File: config.mk
export PLATFORM = sky130hd
export DESIGN_NAME = page_frame_table_random_replace
export DESIGN_NICKNAME = d
export VERILOG_FILES = /design/src/hdl/pftrr_pkg.sv /design/src/hdl/pftrr_ram.sv /design/src/hdl/pftrr_ctrl.sv /design/src/hdl/pftrr_dp.sv /design/src/hdl/page_frame_table_random_replace.sv
export VERILOG_INCLUDE_DIRS = /design/src /design/src/hdl
export SDC_FILE = /design/constraint.sdc
export NUM_CORES = 1
export LEC_CHECK = 0
export BUFFER_PORTS_ARGS = -buffer_cell sky130_fd_sc_hd__buf_2
export CAP_MARGIN = 20
export CORE_MARGIN = 1.5
export CORE_UTILIZATION = 30
export DETAILED_ROUTE_END_ITERATION = 7
export SKIP_CTS_REPAIR_TIMING = 1
export SYNTH_ARGS = -nofsm -noshare
export SYNTH_HDL_FRONTEND = slang
export SYNTH_HIERARCHICAL = 1
export SYNTH_SLANG_ARGS = --single-unit
File: constraint.sdc
create_clock -name clk -period 15.5 [get_ports clk]
set_input_delay 0 -clock clk [delete_from_list [all_inputs] [get_ports clk]]
set_output_delay 0 -clock clk [all_outputs]
set_load 0.005 [all_outputs]
File: src/hdl/page_frame_table_random_replace_defines.svh
// Assertion helpers shared by the page frame table RTL.
`ifndef PAGE_FRAME_TABLE_RANDOM_REPLACE_DEFINES_SVH
`define PAGE_FRAME_TABLE_RANDOM_REPLACE_DEFINES_SVH

// Same-cycle implication.
`define PFTRR_ASSERT_NOW(label, clk, rst, ante, cons, msg) \
  label: assert property (@(posedge clk) disable iff (rst) (ante) |-> (cons)) \
    else $error(msg);

// Next-cycle implication.
`define PFTRR_ASSERT_NEXT(label, clk, rst, ante, cons, msg) \
  label: assert property (@(posedge clk) disable iff (rst) (ante) |=> (cons)) \
    else $error(msg);

`endif

File: src/hdl/pftrr_pkg.sv
package pftrr_pkg;

  localparam int FRAMES_DEF     = 16;
  localparam int PAGE_BITS_DEF  = 16;
  localparam int COUNT_BITS_DEF = 32;

  localparam int FIU_W     = 5;
  localparam logic [FIU_W-1:0] FIU_RESET = 5'd16;
  localparam int RND_W     = 16;
  localparam int PAGE_W    = 16;
  localparam int IDX_OUT_W = 4;
  localparam int TOTAL_W   = 32;

  typedef enum logic [1:0] {
    OUT_HIT         = 2'd0,
    OUT_FILL        = 2'd1,
    OUT_EVICT_CLEAN = 2'd2,
    OUT_EVICT_DIRTY = 2'd3
  } outcome_t;

  typedef struct packed {
    logic load;
    logic scan;
    logic vread;
    logic evict;
    logic commit;
  } cmd_t;

  typedef struct packed {
    logic hit_now;
    logic free_now;
    logic scan_last;
    logic free_seen;
    logic mod_done;
    logic out_blocked;
  } stat_t;

endpackage

File: src/hdl/pftrr_ram.sv
module pftrr_ram #(
  parameter int WIDTH = 16,
  parameter int DEPTH = 16,
  localparam int AW = (DEPTH > 1) ? $clog2(DEPTH) : 1
) (
  input  logic             clk,
  input  logic             we,
  input  logic [AW-1:0]    waddr,
  input  logic [WIDTH-1:0] wdata,
  input  logic [AW-1:0]    raddr,
  output logic [WIDTH-1:0] rdata
);

  logic [WIDTH-1:0] mem [DEPTH];

  always_ff @(posedge clk) begin
    if (we) begin
      mem[waddr] <= wdata;
    end
    rdata <= mem[raddr];
  end

endmodule

File: src/hdl/pftrr_ctrl.sv
`include "page_frame_table_random_replace_defines.svh"

module pftrr_ctrl (
  input  logic            clk,
  input  logic            rst,
  input  logic            in_valid,
  output logic            in_stall,
  input  pftrr_pkg::stat_t stat,
  output pftrr_pkg::cmd_t  cmd
);

  typedef enum logic [4:0] {
    IDLE   = 5'b00001,
    SCAN   = 5'b00010,
    VREAD  = 5'b00100,
    EVICT  = 5'b01000,
    FINISH = 5'b10000
  } state_t;

  state_t state, state_next;

  always_ff @(posedge clk) begin
    if (rst) begin
      state <= IDLE;
    end else begin
      state <= state_next;
    end
  end

  always_comb begin
    cmd        = '0;
    state_next = state;
    unique case (state)
      IDLE: begin
        if (in_valid) begin
          cmd.load   = 1'b1;
          state_next = SCAN;
        end
      end
      SCAN: begin
        cmd.scan = 1'b1;
        if (stat.hit_now) begin
          state_next = FINISH;
        end else if (stat.scan_last) begin
          if (stat.free_now || stat.free_seen) begin
            state_next = FINISH;
          end else begin
            state_next = VREAD;
          end
        end
      end
      VREAD: begin
        // victim address is live once the remainder is final
        cmd.vread = 1'b1;
        if (stat.mod_done) begin
          state_next = EVICT;
        end
      end
      EVICT: begin
        cmd.vread  = 1'b1;
        cmd.evict  = 1'b1;
        state_next = FINISH;
      end
      FINISH: begin
        if (!stat.out_blocked) begin
          cmd.commit = 1'b1;
          state_next = IDLE;
        end
      end
      default: begin
        state_next = IDLE;
      end
    endcase
  end

  assign in_stall = (state != IDLE);

  `PFTRR_ASSERT_NEXT(a_load_enters_scan, clk, rst, cmd.load, state == SCAN, "load did not start scan")
  `PFTRR_ASSERT_NOW(a_evict_after_vread, clk, rst, state == EVICT, $past(state == VREAD), "evict without victim read")

endmodule

File: src/hdl/pftrr_dp.sv
`include "page_frame_table_random_replace_defines.svh"

module pftrr_dp #(
  parameter int FRAMES     = pftrr_pkg::FRAMES_DEF,
  parameter int PAGE_BITS  = pftrr_pkg::PAGE_BITS_DEF,
  parameter int COUNT_BITS = pftrr_pkg::COUNT_BITS_DEF
) (
  input  logic                              clk,
  input  logic                              rst,
  input  logic                              cfg_valid,
  output logic                              cfg_ready,
  input  logic [pftrr_pkg::FIU_W-1:0]       frames_in_use,
  input  logic [pftrr_pkg::PAGE_W-1:0]      page_number,
  input  logic                              is_write,
  input  logic [pftrr_pkg::RND_W-1:0]       random_value,
  input  pftrr_pkg::cmd_t                   cmd,
  output pftrr_pkg::stat_t                  stat,
  input  logic                              out_stall,
  output logic                              out_valid,
  output logic [1:0]                        outcome,
  output logic [pftrr_pkg::IDX_OUT_W-1:0]   frame_index,
  output logic [pftrr_pkg::PAGE_W-1:0]      evicted_page,
  output logic [pftrr_pkg::TOTAL_W-1:0]     access_total,
  output logic [pftrr_pkg::TOTAL_W-1:0]     fault_total,
  output logic [pftrr_pkg::TOTAL_W-1:0]     disk_write_total
);

  localparam int FIU_W = pftrr_pkg::FIU_W;
  localparam int RND_W = pftrr_pkg::RND_W;
  localparam int FW    = (FRAMES > 1) ? $clog2(FRAMES) : 1;
  localparam int NMAX  = (FRAMES < 31) ? FRAMES : 31;
  localparam int CW    = (FW > FIU_W) ? FW : FIU_W;
  localparam int MCW   = $clog2(RND_W + 1);

  logic [FIU_W-1:0]      fiu;
  logic [FIU_W-1:0]      n;
  logic [FIU_W-1:0]      n_last;

  logic [PAGE_BITS-1:0]  page_q;
  logic                  wr_q;
  logic [RND_W-1:0]      rnd_sh;
  logic [FIU_W-1:0]      rem;
  logic [FIU_W-1:0]      rem_next;
  logic [FIU_W:0]        rem_shift;
  logic [MCW-1:0]        mod_cnt;

  logic [FW-1:0]         scan_idx;
  logic [FW-1:0]         cmp_idx;
  logic                  cmp_en;
  logic                  hit_q;
  logic                  free_q;
  logic                  dirty_q;
  logic [FW-1:0]         slot_q;
  logic [FW-1:0]         victim;
  logic [PAGE_BITS-1:0]  evicted_q;

  logic [FRAMES-1:0]     frame_valid;
  logic [FRAMES-1:0]     frame_dirty;
  logic [COUNT_BITS-1:0] access_count, fault_count, write_count;
  logic [COUNT_BITS-1:0] access_count_next, fault_count_next, write_count_next;

  logic [PAGE_BITS-1:0]  rdata;
  logic [FW-1:0]         raddr;
  logic                  ram_we;
  pftrr_pkg::outcome_t   outcome_next;

  assign cfg_ready = 1'b1;

  // effective frame count: zero acts as one, clamp at the table size or 31, whichever is smaller
  always_comb begin
    if (fiu == '0) begin
      n = FIU_W'(1);
    end else if (fiu > FIU_W'(NMAX)) begin
      n = FIU_W'(NMAX);
    end else begin
      n = fiu;
    end
  end
  assign n_last = n - FIU_W'(1);
  assign victim = FW'(rem);

  // one restoring remainder step per cycle, MSB first
  assign rem_shift = {rem, rnd_sh[RND_W-1]};
  assign rem_next  = (rem_shift >= {1'b0, n}) ? FIU_W'(rem_shift - {1'b0, n})
                                              : rem_shift[FIU_W-1:0];

  assign raddr  = cmd.vread ? victim : scan_idx;
  assign ram_we = cmd.commit && !hit_q;

  pftrr_ram #(
    .WIDTH (PAGE_BITS),
    .DEPTH (FRAMES)
  ) u_page_ram (
    .clk   (clk),
    .we    (ram_we),
    .waddr (slot_q),
    .wdata (page_q),
    .raddr (raddr),
    .rdata (rdata)
  );

  assign stat.hit_now     = cmp_en && frame_valid[cmp_idx] && (rdata == page_q);
  assign stat.free_now    = cmp_en && !frame_valid[cmp_idx];
  assign stat.scan_last   = cmp_en && (CW'(cmp_idx) == CW'(n_last));
  assign stat.free_seen   = free_q;
  assign stat.mod_done    = (mod_cnt == MCW'(RND_W));
  assign stat.out_blocked = out_valid && out_stall;

  always_comb begin
    access_count_next = (access_count == '1) ? access_count
                                             : access_count + COUNT_BITS'(1);
    fault_count_next  = fault_count;
    write_count_next  = write_count;
    if (!hit_q) begin
      fault_count_next = (fault_count == '1) ? fault_count
                                             : fault_count + COUNT_BITS'(1);
    end
    if (!hit_q && !free_q && dirty_q) begin
      write_count_next = (write_count == '1) ? write_count
                                             : write_count + COUNT_BITS'(1);
    end
    priority if (hit_q) begin
      outcome_next = pftrr_pkg::OUT_HIT;
    end else if (free_q) begin
      outcome_next = pftrr_pkg::OUT_FILL;
    end else if (dirty_q) begin
      outcome_next = pftrr_pkg::OUT_EVICT_DIRTY;
    end else begin
      outcome_next = pftrr_pkg::OUT_EVICT_CLEAN;
    end
  end

  // control state
  always_ff @(posedge clk) begin
    if (rst) begin
      fiu          <= pftrr_pkg::FIU_RESET;
      frame_valid  <= '0;
      frame_dirty  <= '0;
      access_count <= '0;
      fault_count  <= '0;
      write_count  <= '0;
      out_valid    <= 1'b0;
      cmp_en       <= 1'b0;
      hit_q        <= 1'b0;
      free_q       <= 1'b0;
      mod_cnt      <= '0;
    end else begin
      if (cfg_valid && cfg_ready) begin
        fiu <= frames_in_use;
      end
      cmp_en <= cmd.scan;
      if (cmd.load) begin
        hit_q   <= 1'b0;
        free_q  <= 1'b0;
        mod_cnt <= '0;
      end else begin
        if (!stat.mod_done) begin
          mod_cnt <= mod_cnt + MCW'(1);
        end
        if (cmd.scan && stat.hit_now) begin
          hit_q <= 1'b1;
        end
        if (cmd.scan && stat.free_now) begin
          free_q <= 1'b1;
        end
      end
      if (cmd.commit) begin
        access_count <= access_count_next;
        fault_count  <= fault_count_next;
        write_count  <= write_count_next;
        if (hit_q) begin
          if (wr_q) begin
            frame_dirty[slot_q] <= 1'b1;
          end
        end else begin
          frame_valid[slot_q] <= 1'b1;
          frame_dirty[slot_q] <= wr_q;
        end
        out_valid <= 1'b1;
      end else if (out_valid && !out_stall) begin
        out_valid <= 1'b0;
      end
    end
  end

  // payload
  always_ff @(posedge clk) begin
    if (cmd.load) begin
      page_q   <= PAGE_BITS'(page_number);
      wr_q     <= is_write;
      rnd_sh   <= random_value;
      rem      <= '0;
      scan_idx <= '0;
    end else begin
      if (!stat.mod_done) begin
        rem    <= rem_next;
        rnd_sh <= {rnd_sh[RND_W-2:0], 1'b0};
      end
      if (cmd.scan && (CW'(scan_idx) < CW'(n_last))) begin
        scan_idx <= scan_idx + FW'(1);
      end
    end
    cmp_idx <= scan_idx;
    // lowest free frame sticks; a hit ends the scan
    if (cmd.scan && (stat.hit_now || (stat.free_now && !free_q))) begin
      slot_q <= cmp_idx;
    end
    if (cmd.evict) begin
      slot_q    <= victim;
      evicted_q <= rdata;
      dirty_q   <= frame_dirty[victim];
    end
    if (cmd.commit) begin
      outcome          <= outcome_next;
      frame_index      <= pftrr_pkg::IDX_OUT_W'(slot_q);
      evicted_page     <= (hit_q || free_q) ? '0 : pftrr_pkg::PAGE_W'(evicted_q);
      access_total     <= pftrr_pkg::TOTAL_W'(access_count_next);
      fault_total      <= pftrr_pkg::TOTAL_W'(fault_count_next);
      disk_write_total <= pftrr_pkg::TOTAL_W'(write_count_next);
    end
  end

  `PFTRR_ASSERT_NOW(a_commit_not_blocked, clk, rst, cmd.commit, !(out_valid && out_stall), "commit over held word")
  `PFTRR_ASSERT_NEXT(a_commit_shows_word, clk, rst, cmd.commit, out_valid, "committed word not shown")
  `PFTRR_ASSERT_NOW(a_victim_in_range, clk, rst, cmd.evict, rem < n, "victim beyond frame count")
  `PFTRR_ASSERT_NOW(a_hit_or_free, clk, rst, 1'b1, !(hit_q && free_q), "hit and free fill together")

endmodule

File: src/hdl/page_frame_table_random_replace.sv
// From accept to result: a hit on frame k ends the tag scan at that frame;
// a fill runs the tag scan to the last frame in use; an eviction waits for
// both that scan and the 16-step remainder, then updates the frame.
// Throughput: one access at a time; the next is accepted once the result is
// registered, while that result may still wait at the output.
// Reset (rst, synchronous): table empty, counters zero, frames_in_use 16.
module page_frame_table_random_replace #(
  parameter int FRAMES     = pftrr_pkg::FRAMES_DEF,
  parameter int PAGE_BITS  = pftrr_pkg::PAGE_BITS_DEF,
  parameter int COUNT_BITS = pftrr_pkg::COUNT_BITS_DEF
) (
  input  logic                            clk,
  input  logic                            rst,
  input  logic                            cfg_valid,
  output logic                            cfg_ready,
  input  logic [pftrr_pkg::FIU_W-1:0]     frames_in_use,
  input  logic                            in_valid,
  output logic                            in_stall,
  input  logic [pftrr_pkg::PAGE_W-1:0]    page_number,
  input  logic                            is_write,
  input  logic [pftrr_pkg::RND_W-1:0]     random_value,
  output logic                            out_valid,
  input  logic                            out_stall,
  output logic [1:0]                      outcome,
  output logic [pftrr_pkg::IDX_OUT_W-1:0] frame_index,
  output logic [pftrr_pkg::PAGE_W-1:0]    evicted_page,
  output logic [pftrr_pkg::TOTAL_W-1:0]   access_total,
  output logic [pftrr_pkg::TOTAL_W-1:0]   fault_total,
  output logic [pftrr_pkg::TOTAL_W-1:0]   disk_write_total
);

  pftrr_pkg::cmd_t  cmd;
  pftrr_pkg::stat_t stat;

  pftrr_ctrl u_ctrl (
    .clk      (clk),
    .rst      (rst),
    .in_valid (in_valid),
    .in_stall (in_stall),
    .stat     (stat),
    .cmd      (cmd)
  );

  pftrr_dp #(
    .FRAMES     (FRAMES),
    .PAGE_BITS  (PAGE_BITS),
    .COUNT_BITS (COUNT_BITS)
  ) u_dp (
    .clk              (clk),
    .rst              (rst),
    .cfg_valid        (cfg_valid),
    .cfg_ready        (cfg_ready),
    .frames_in_use    (frames_in_use),
    .page_number      (page_number),
    .is_write         (is_write),
    .random_value     (random_value),
    .cmd              (cmd),
    .stat             (stat),
    .out_stall        (out_stall),
    .out_valid        (out_valid),
    .outcome          (outcome),
    .frame_index      (frame_index),
    .evicted_page     (evicted_page),
    .access_total     (access_total),
    .fault_total      (fault_total),
    .disk_write_total (disk_write_total)
  );

endmodule

# [Word-level counts from Yosys, hierarchy flattened]
# Memory sizes are Yosys's and may differ from the RTL's. A register that Yosys moved wholly into a read port is not among the register bits.
# Index checks and enable logic that the tools add are counted.
# W data, S select, Z words.
[op_classes] magnitude_cmp=7 addsub=7 n_reduce_logical=31 mux=42 eq_ne=18 n_bitwise=3
[op_table] cell="$mux W32" count=5
[op_table] cell="$add A32 B1 Y32 const B" count=3
[op_table] cell="$eq A32 B32 Y1 const B" count=3
[op_table] cell="$mux W16" count=4
[op_table] cell="$mux W5" count=9
[op_table] cell="$or A16 B16 Y16" count=2
[op_table] cell="$pmux W5 S5" count=1
[op_table] cell="$bwmux W16" count=1
[op_table] cell="$eq A16 B16 Y1" count=1
[op_table] cell="$mux W1" count=16
[op_table] cell="$logic_and A1 B1 Y1" count=15
[op_table] cell="$lt A4 B5 Y1 const B" count=3
[op_table] cell="$mux W4" count=3
[op_table] cell="$eq A5 B5 Y1 const B" count=2
[op_table] cell="$bmux W1 S4" count=2
[op_table] cell="$ne A2 B2 Y1 const B" count=4
[op_table] cell="$ge A6 B5 Y1" count=1
[op_table] cell="$reduce_or A2 Y1" count=3
[op_table] cell="$add A5 B1 Y5 const B" count=1
[op_table] cell="$eq A4 B5 Y1" count=1
[op_table] cell="$eq A5 B1 Y1 const B" count=1
[op_table] cell="$eq A5 B2 Y1 const B" count=1
[op_table] cell="$eq A5 B3 Y1 const B" count=1
[op_table] cell="$eq A5 B4 Y1 const B" count=1
[op_table] cell="17 further kinds" count=24
[totals] elab_cells=137 n_memories=1 register_bits=332 output_inout_bits=121 mem_bits_rw=256 in_bits=43
[memory_table] memory="u_dp.u_page_ram.mem" depth=16 width=16 rd=1 rd_clocked_by_memory_dff=1 wr=1 line="pftrr_ram.sv:14" source="logic [WIDTH-1:0] mem [DEPTH];"

# [Longest topological paths before layout]
# Gate-level depths: netlist (run 1).
[logic_depth] ltp_word=9 mapped_depth=13 depth_no_buf=12

# [By module]
# Netlist (run 1), hierarchy kept.
[by_module_without_submodules] mod="pftrr_dp" instances=1 area_each_um2=15218.3 cells_per_inst=1426 seq_area_each_um2=8267.9
[by_module_without_submodules] mod="pftrr_ram" instances=1 area_each_um2=10042.1 cells_per_inst=432 seq_area_each_um2=8007.7
[by_module_without_submodules] mod="pftrr_ctrl" instances=1 area_each_um2=312.8 cells_per_inst=37 seq_area_each_um2=100.1

# [Worst setup path after synthesis (run 1)]
# No wires, ideal clock.
[synth_timing] path_kind="register to register" from="reg u_ctrl.state[3]" to="mem u_dp.u_page_ram.mem[0][0] (enable)" required_ps=15091 period_less_slack_ps=9045 setup_slack_ps=6455 setup_ps=409 arrival_ps=8635 path_stages_with_launch=11 n_path_buf=3 path_cell_list="dfxtp_1 -> nor2_1 -> nand3_1 -> nor2_1 -> nand2b_1 -> clkbuf_1 -> inv_1 -> clkbuf_1 -> clkbuf_1 -> or3b_2 -> nor3_1"
[synth_lines] item="from (decl)" line="pftrr_ctrl.sv:20" source="state_t state, state_next;"
[synth_lines] item="from (signal assigned)" line="pftrr_ctrl.sv:26" source="state <= state_next;"
[synth_lines] item="to (decl)" line="pftrr_ram.sv:14"

==> impl_metrics.json, run 1 <==
{
  "clk_path_buf_depth": 3,
  "outcome": "complete, no violations",
  "min_from": "page_number[4]",
  "area_growth_pct": 18.25,
  "reg2regPathDepth": 9,
  "ir_drop_v": 0.00007566,
  "wl_per_cell_um": 19.19,
  "clk_latency_ps": 600,
  "cp_max_fo": 30,
  "startpoint_type": "register",
  "dpl.hpwl_um": 42270,
  "critical_path_class": "register to register",
  "syn_area_per_cell_um2": 13.50,
  "fin_skew_ps": 19.60,
  "drive_above_1_share": 0.1944,
  "fin_crit_ps": 3882,
  "critPathArrivalTime_ps": 4150,
  "overflow": 0,
  "worstPathCellList": "nor2_1, nand3_1, nor2_4, nand2b_1, inv_1, buf_4, or3b_2, nor3_2, buf_4",
  "slowest_stage": "nand2b_1",
  "die_h_um": 295.0,
  "die_x_um": 295.0,
  "cts_root_buf": "clkbuf_16",
  "core_area_um2": 83950,
  "drt-total-wl_um": 63140,
  "finalInstanceArea_um2": 30240,
  "fin_cells": 3290,
  "cts_buffers": 67,
  "gp_congestion": 0.8835,
  "rr_startpoint": "u_ctrl/state[1]",
  "synth_flop_cell": "edfxtp_1",
  "synth_top_area_cell": "edfxtp_1",
  "r2r_slack_ps": 11620,
  "fmax_mhz": 257.6,
  "netlist_top_cells_count": "428 x edfxtp_1, 176 x dfxtp_1, 122 x nor2_1",
  "htreeDepth": 3,
  "fin_tns_setup_ps": 0,
  "p_per_area_nw_per_um2": 117.2,
  "async_flop_share": 0,
  "num_rows": 106,
  "max_stage_delay_ps": 730,
  "cts_sinks": 604,
  "via_per_inst": 5.086,
  "dr.pass1.iters": 5,
  "first_iter_violations": 1345,
  "placedCellCount": 3119,
  "ys_seq_elements": 604,
  "slew_violations": 0,
  "synthCells": 1895,
  "die_area_um2": 87000,
  "yosys_warnings": 6,
  "synth_top_area_frac": 0.5026,
  "syn-num-nets": 1954,
  "relSlewSlack": 0.2647,
  "netlist_area_um2": 25570,
  "r2r-end": "u_dp/u_page_ram/mem[0][1]",
  "fill_cells": 8037,
  "placed_area_um2": 27660,
  "grt_pass1_vias": 16040,
  "start_util": 0.3046,
  "fin_nets": 2162,
  "critPathMostFrequentCell": "buf_4",
  "cts_tree": "yes",
  "drcViolationCount": 0,
  "finalHoldViolCount": 0,
  "antenna_found_initial": 3,
  "crit_family": "simple AND/OR/NAND/NOR gates",
  "grt_max_degree": 80,
  "period_share": 0.2504,
  "numPortBuffers": 162,
  "synth-edff-count": 428,
  "clk_pin_slew_ps": 60,
  "track_usage": 0.1427,
  "final-setup-viol-count": 0,
  "detail-route-antenna-nets": 0,
  "maxCapViolations": 0,
  "num_vias": 16730,
  "hp-class": "input port to register",
  "power_uw": 3544,
  "cp.buffers_inverters": 3,
  "min_to": "u_dp/page_q[4]",
  "synthTopCellsByArea": "edfxtp_1 50%, dfxtp_1 14%, mux4_2 5.5%, xor2_1 2.4%, a21oi_1 2.3%",
  "yosysSeqAreaShare": 0.6403,
  "grt_pass1_wl_um": 95430,
  "io_pins": 164,
  "rsz0062_at_grt": "false",
  "worst_pin_slew_ps": 1099,
  "hold_depth": 2,
  "yosys.cell_count.top_type": "edfxtp_1",
  "required_ps": 15770,
  "cellLeakagePower_uw": 0.009809,
  "synth_cell_types": 69,
  "worstSetupEndpointType": "register"
}
worst register-to-register path, delay by kind of cell (launching register included):
| family | cells | cell delay [ps] |
|---|---|---|
| buf+inv | 3 | 770 |
| flops | 1 | 360 |
| simple gates | 6 | 2430 |
how the worst max path moves through the flow:
stage	depth (start not counted)	to	from	slack (ps)
floorplan	10	u_dp/u_page_ram/mem[0][0]	u_ctrl/state[3]	6460
global placement	9	u_dp/u_page_ram/mem[0][7]	u_ctrl/state[3]	11700
CTS	9	u_dp/u_page_ram/mem[0][1]	u_ctrl/state[1]	11570
finish	9	u_dp/u_page_ram/mem[0][1]	u_ctrl/state[1]	11620
detailed placement	9	u_dp/u_page_ram/mem[0][12]	u_ctrl/state[1]	11580
global route	9	u_dp/u_page_ram/mem[0][1]	u_ctrl/state[1]	11280
cells by family after synthesis:
kind of cell               Yosys count  share of synthesized area
AOI/OAI and AO/OA                  284                    0.07021
buffers and inverters              139                    0.02353
and+or+nand+nor                    603                     0.1275
other                                1                  0.0001466
xor gates and xnor gates           125                    0.04281
DFF                                604                     0.6403
muxes                              123                    0.08733
adders and majority gates           16                   0.008122
cells in the final DEF (no fill, tap or decap), drive strengths merged, types with 13 or more instances in the layout:
cell type | Yosys | final
o31ai | 40 | 40
and4 | 13 | 13
xnor2 | 54 | 54
dfxtp | 176 | 176
mux2 | 41 | 41
nand3 | 65 | 65
and2 | 23 | 23
a22oi | 33 | 33
or3 | 36 | 36
and3 | 19 | 19
or4 | 44 | 44
xor2 | 71 | 71
nand2 | 92 | 92
inv | 25 | 27
dlygate4sd3 | 0 | 47
nor4 | 29 | 29
nand4 | 45 | 45
a21oi | 115 | 115
ha | 15 | 15
a211oi | 18 | 18
nor2b | 23 | 23
nor3 | 59 | 59
clkbuf | 86 | 86
nor2 | 122 | 122
o21ai | 34 | 34
buf | 27 | 204
mux4 | 73 | 73
edfxtp | 428 | 428
clkinv | 1 | 28
cell type report:
type	count	area, um^2	share of cell area
well taps	1134	1419	0.04692
diodes	1	2.502	0.00008275
clock buffers	85	1764	0.05834
repair buffers	252	1604	0.05304
flip-flops and latches	604	16380	0.5415
clock inverters	36	329.1	0.01088
inverters	26	100.1	0.003310
multi-input cells	1152	8647	0.2859
state kept, by name (all words and copies together) (netlist names), 5 cells and up:
register,count
u_dp/u_page_ram/mem,256
u_dp/access_count,32
u_dp/access_total,32
u_dp/disk_write_total,32
u_dp/fault_count,32
u_dp/fault_total,32
u_dp/write_count,32
u_dp/evicted_page,16
u_dp/evicted_q,16
u_dp/frame_dirty,16
u_dp/frame_valid,16
u_dp/page_q,16
u_dp/rnd_sh,16
u_dp/u_page_ram/rdata,16
u_ctrl/state,5
u_dp/fiu,5
u_dp/mod_cnt,5
u_dp/rem,5
per-layer routing:
metal  track usage  part of all wire
met2        0.2362              0.48
met3       0.04037             0.082
met1        0.1827              0.41
met4       0.03835             0.021
met5             0           0.00013
power breakdown:
| part | leakage, uW | internal [uW] | switching, uW |
|---|---|---|---|
| Sequential | 0.00520 | 1760 | 47.0 |
| Combinational | 0.00360 | 112 | 108 |
| Clock | 0.00101 | 879 | 640 |
| Total | 0.00981 | 2750 | 795 |
per-stage QoR:
step                utilization  worst slack (ps)  hold WS, ps
finish                   0.3602             11620        109.0
global route             0.3602             11280        86.18
CTS                      0.3544             11570       -464.2
detailed placement       0.3295             11580        178.2
global placement         0.3293             11700        178.7
floorplan                     -              6455        69.07
No activity file was read; power rests on OpenSTA's default activity.
==> run 2: changes to the inputs <==
==> constraint.sdc (replaced) <==
create_clock -name clk -period 3.9 [get_ports clk]
set_input_delay 0 -clock clk [delete_from_list [all_inputs] [get_ports clk]]
set_output_delay 0 -clock clk [all_outputs]
set_load 0.005 [all_outputs]
==> run 2 against run 1 <==
The flow now finishes with violations (negative hold slack); worst hold slack got worse by 130 ps; total power rose to 4.1 times the previous value; register-to-register slack worse by 11000 ps; final cell count is 0.12% higher; utilization is 0.49 points higher; global-route usage down 0.25 points; setup slack worse by 11000 ps; sequential power grew to 4.0 times the previous value; flip-flop and latch count is the same; combinational power increased to 3.9 times the previous value; final area increased by 1.4%; critical endpoint is now u_dp/scan_idx[1]; largest cell class unchanged; largest power group unchanged.
==> impl_metrics.json, run 2 (synthesized netlist as in run 1, its figures left out) <==
{
  "outcome": "complete, but fails checks",
  "violations": "negative hold slack",
  "cellLeakagePower_uw": 0.009964,
  "slew_violations": 0,
  "first_iter_violations": 1211,
  "fin_nets": 2164,
  "num_rows": 106,
  "track_usage": 0.1403,
  "min_from": "rst",
  "io_pins": 164,
  "cts_sinks": 604,
  "critical_path_class": "register to register",
  "wl_per_cell_um": 18.67,
  "grt_max_degree": 142,
  "reg2regPathDepth": 11,
  "worstSetupEndpointType": "register",
  "htreeDepth": 3,
  "cp.buffers_inverters": 1,
  "layout_commonest_cell": "edfxtp_1",
  "overflow": 0,
  "rsz0062_at_grt": "false",
  "gp_congestion": 0.8336,
  "grt_pass1_vias": 16170,
  "maxCapViolations": 0,
  "via_per_inst": 5.060,
  "largest_reg_flops": 256,
  "period_share": 0.7618,
  "max_stage_delay_ps": 480,
  "drcViolationCount": 0,
  "clk_path_buf_depth": 3,
  "area_growth_pct": 19.88,
  "critPathMostFrequentCell": "ha_1",
  "diodes": 0,
  "numPortBuffers": 162,
  "num_vias": 16670,
  "ir_drop_v": 0.0003186,
  "startpoint_type": "register",
  "hp-class": "input port to register",
  "hold_ws_ps": -25.40,
  "final-setup-viol-count": 0,
  "crit_family": "compound AO/OA/AOI/OAI gates",
  "p_per_area_nw_per_um2": 478.3,
  "rr_startpoint": "u_dp/fiu[3]",
  "min_to": "u_dp/cmp_en",
  "r2r_slack_ps": 930,
  "die_x_um": 295.0,
  "fin_tns_setup_ps": 0,
  "finalHoldViolCount": 4,
  "drt-total-wl_um": 61500,
  "cp_max_fo": 7,
  "cts_tree": "yes",
  "drive_above_1_share": 0.2097,
  "antenna_found_initial": 2,
  "regMostFlops": "u_dp/u_page_ram/mem",
  "worst_pin_slew_ps": 979.8,
  "fmax_mhz": 336.6,
  "cp-startpoint": "u_dp/fiu[3]",
  "cts_root_buf": "clkbuf_16",
  "fin_skew_ps": 25.76,
  "fin_crit_ps": 2971,
  "clk_latency_ps": 600,
  "r2r-end": "u_dp/scan_idx[1]",
  "die_h_um": 295.0,
  "die_area_um2": 87000,
  "core_area_um2": 83950,
  "worstPathCellList": "nor3_1, o21ai_0, ha_1, xor2_1, ha_1, and3_1, o31a_1, o41ai_1, buf_4, mux2i_1, nor2_1",
  "grt_pass1_wl_um": 94880,
  "cts_buffers": 71,
  "dr.pass1.iters": 5,
  "required_ps": 4360,
  "clk_pin_slew_ps": 60,
  "slowest_stage": "dfxtp_1",
  "hold_depth": 2,
  "start_util": 0.3046,
  "critPathArrivalTime_ps": 3430,
  "dpl.hpwl_um": 39360,
  "final_cell_mix": "428 x edfxtp_1, 174 x dfxtp_1, 161 x buf_2",
  "detail-route-antenna-nets": 0,
  "relSlewSlack": 0.3468
}
-- run 2: changes by cell type in the layout (fill, tap and decap cells not counted), moves of 3 or more --
cell,delta
nor2_1,-13
clkinv_1,-5
nor2_4,+7
clkbuf_16,+5
nor2_2,+6
buf_12,+5
nor3_2,-3
bufinv_16,+4
clkbuf_8,+3
clkbuf_1,-4
nor3_4,+3
buf_4,-6
-- run 2: how the worst max path moves through the flow --
stage,endpoint,slack [ps],cells past startpoint
after floorplan,u_dp/u_page_ram/mem[0][0],-650,10
after global placement,u_dp/scan_idx[1],1060,11
after CTS,u_dp/u_page_ram/rdata[13],900,8
final,u_dp/scan_idx[1],930,11
after global routing,u_dp/u_page_ram/rdata[13],750,8
after detailed placement,u_dp/scan_idx[1],960,11
-- run 2: cell type report --
class / count / area [um^2]
sequential: 604 / 16380
tap: 1134 / 1419
clock inverter: 39 / 435.4
multi-input combinational: 1152 / 8755
timing repair buffer: 250 / 1654
inverter: 26 / 100.1
clock buffer: 89 / 1916
fill: 7975 / 53300
-- run 2: stage by stage --
stage                     std cells  setup WS (ps)  instance area [um^2]  power, uW  utilization
after floorplan                1895         -645.8                 25750       7879            -
after global placement         3118           1064                 27830       8110       0.3315
after detailed placement       3118          959.0                 27830       8142       0.3315
after CTS                      3246          897.0                 30180      14830       0.3595
after global routing           3294          748.8                 30660      15200       0.3652
final                          3294          928.8                 30660      14660       0.3652
-- run 2: per-layer routing --
metal | GRT usage | vias to the layer above | routed length [um] | part of all wire
met5 | 0 | - | 0 | 0
met4 | 0.03747 | 0 | 1047 | 0.017
met3 | 0.02556 | 75 | 3948 | 0.064
met2 | 0.2275 | 503 | 29250 | 0.48
met1 | 0.1927 | 8358 | 27250 | 0.44
li1 | - | 7730 | - | -
-- run 2: power by group --
group          internal (uW)  switching, uW
registers               6990            173
logic                    460            408
clock network           4030           2600
total                  11500           3180
==> run 3: changes to the inputs <==
==> constraint.sdc (replaced) <==
create_clock -name clk -period 2.6 [get_ports clk]
set_input_delay 0 -clock clk [delete_from_list [all_inputs] [get_ports clk]]
set_output_delay 0 -clock clk [all_outputs]
set_load 0.005 [all_outputs]
==> run 3 against run 2 <==
The run still ends with negative hold slack left; critical path depth shrank 5; utilization up 1.4 points; sequential power increased by 48%.
==> impl_metrics.json, run 3 (synthesized netlist as in run 1, its figures left out) <==
{
  "crit_family": "simple AND/OR/NAND/NOR gates",
  "numPortBuffers": 162,
  "max_stage_delay_ps": 560,
  "via_per_inst": 5.036,
  "hold_ws_ps": -15.11,
  "htreeDepth": 3,
  "detail-route-antenna-nets": 0,
  "reg2regPathDepth": 6,
  "fmax_mhz": 398.2,
  "startpoint_type": "register",
  "antenna_found_initial": 3,
  "p_per_area_nw_per_um2": 678.8,
  "dpl.hpwl_um": 43140,
  "layout_commonest_cell": "edfxtp_1",
  "fin_skew_ps": 41.94,
  "cts_root_buf": "clkbuf_16",
  "rr_startpoint": "u_dp/dirty_q",
  "io_pins": 164,
  "die_x_um": 295.0,
  "r2r-end": "u_dp/write_count[26]",
  "hold_depth": 2,
  "required_ps": 3130,
  "clk_pin_slew_ps": 60,
  "clkPwrFrac": 0.436,
  "die_area_um2": 87000,
  "cellLeakagePower_uw": 0.01059,
  "fin_nets": 2271,
  "grt_max_degree": 72,
  "seqPwrFrac": 0.493,
  "min_from": "rst",
  "p_sw_frac": 0.2285,
  "p_int_uw": 16670,
  "critical_path_class": "register to register",
  "cp_max_fo": 6,
  "rsz0062_at_grt": "true",
  "maxCapViolations": 0,
  "drive_above_1_share": 0.2639,
  "gp_congestion": 0.8353,
  "cts_sinks": 604,
  "worstPathCellList": "or3b_4, or4_4, or4_4, buf_4, or3_1, a21oi_1",
  "first_iter_violations": 1519,
  "area_growth_pct": 24.46,
  "core_area_um2": 83950,
  "period_share": 0.9659,
  "r2r_slack_ps": 90,
  "num_vias": 17130,
  "regMostFlops": "u_dp/u_page_ram/mem",
  "wl_per_cell_um": 19.29,
  "cp.buffers_inverters": 1,
  "largest_reg_flops": 256,
  "grt_pass1_wl_um": 98040,
  "drcViolationCount": 0,
  "comb_power_share": 0.072,
  "ir_drop_v": 0.0004227,
  "outcome": "complete, but fails checks",
  "min_to": "u_dp/access_count[16]",
  "slew_violations": 0,
  "drt-total-wl_um": 65620,
  "power_uw": 21610,
  "relSlewSlack": 0.4386,
  "cts_buffers": 66,
  "critPathArrivalTime_ps": 3040,
  "slowest_stage": "or4_4",
  "clk_path_buf_depth": 3,
  "final_cell_mix": "428 x edfxtp_1, 173 x dfxtp_1, 161 x buf_2",
  "start_util": 0.3046,
  "grt_pass1_vias": 16500,
  "track_usage": 0.1466,
  "cts_tree": "yes",
  "final-setup-viol-count": 0,
  "hp-class": "input port to register",
  "die_h_um": 295.0,
  "clk_latency_ps": 630,
  "overflow": 0,
  "fin_crit_ps": 2511,
  "violations": "negative hold slack",
  "critPathMostFrequentCell": "or4_4",
  "finalHoldViolCount": 3,
  "num_rows": 106,
  "dr.pass1.iters": 5,
  "p_sw_uw": 4936,
  "worstSetupEndpointType": "register",
  "worst_pin_slew_ps": 842.0
}
[run 3: how the worst max path moves through the flow]
stage	startpoint	endpoint	slack (ps)	cells after the start
3_3_place_gp	u_dp/dirty_q	u_dp/write_count[26]	60	6
5_1_grt	u_dp/cmp_idx[0]	u_ctrl/state[0]	-30	8
6_report	u_dp/dirty_q	u_dp/write_count[26]	90	6
4_1_cts	u_dp/cmp_idx[0]	u_ctrl/state[0]	-20	8
3_5_place_dp	u_dp/cmp_idx[0]	u_ctrl/state[0]	6	8
2_1_floorplan	u_ctrl/state[0]	u_dp/u_page_ram/mem[0][0]	-1940	10
[run 3: routing by layer]
layer / part of all wire / routed length, um / global-route usage
met5: 0.00020 / 13 / 0
met4: 0.020 / 1297 / 0.04589
met3: 0.058 / 3787 / 0.02436
met2: 0.49 / 31970 / 0.2429
met1: 0.44 / 28560 / 0.1959
[run 3: per-stage QoR]
| step | instances | setup TNS [ps] | setup WS [ps] | util | cell area [um^2] |
|---|---|---|---|---|---|
| 3_5_place_dp | 3217 | 0 | 5.555 | 0.3453 | 28990 |
| 5_1_grt | 3400 | -77.14 | -27.18 | 0.3791 | 31830 |
| 6_report | 3401 | 0 | 88.72 | 0.3791 | 31830 |
| 3_3_place_gp | 3217 | 0 | 58.17 | 0.3453 | 28990 |
| 4_1_cts | 3339 | -15.58 | -15.58 | 0.3718 | 31210 |
| 2_1_floorplan | 1895 | -594070 | -1944 | - | 26070 |
[run 3: power by group through the flow]
stage | Combinational, uW | Clock [uW] | Sequential (uW)
global placement | 1440 | 0 | 10800
finish | 1550 | 9410 | 10600
floorplan | 1020 | 0 | 10800
detailed placement | 1480 | 0 | 10800
global route | 1680 | 10000 | 10700
CTS | 1480 | 9690 | 10600
[run 3: area by class of cell]
class / instances / area [um^2]
flip-flops and latches: 604 / 16380
inverters: 26 / 100.1
multi-input cells: 1153 / 9024
clock buffers: 86 / 1792
well taps: 1134 / 1419
clock inverters: 36 / 430.4
repair buffers: 361 / 2683
diodes: 1 / 2.502
fillers: 7863 / 52120
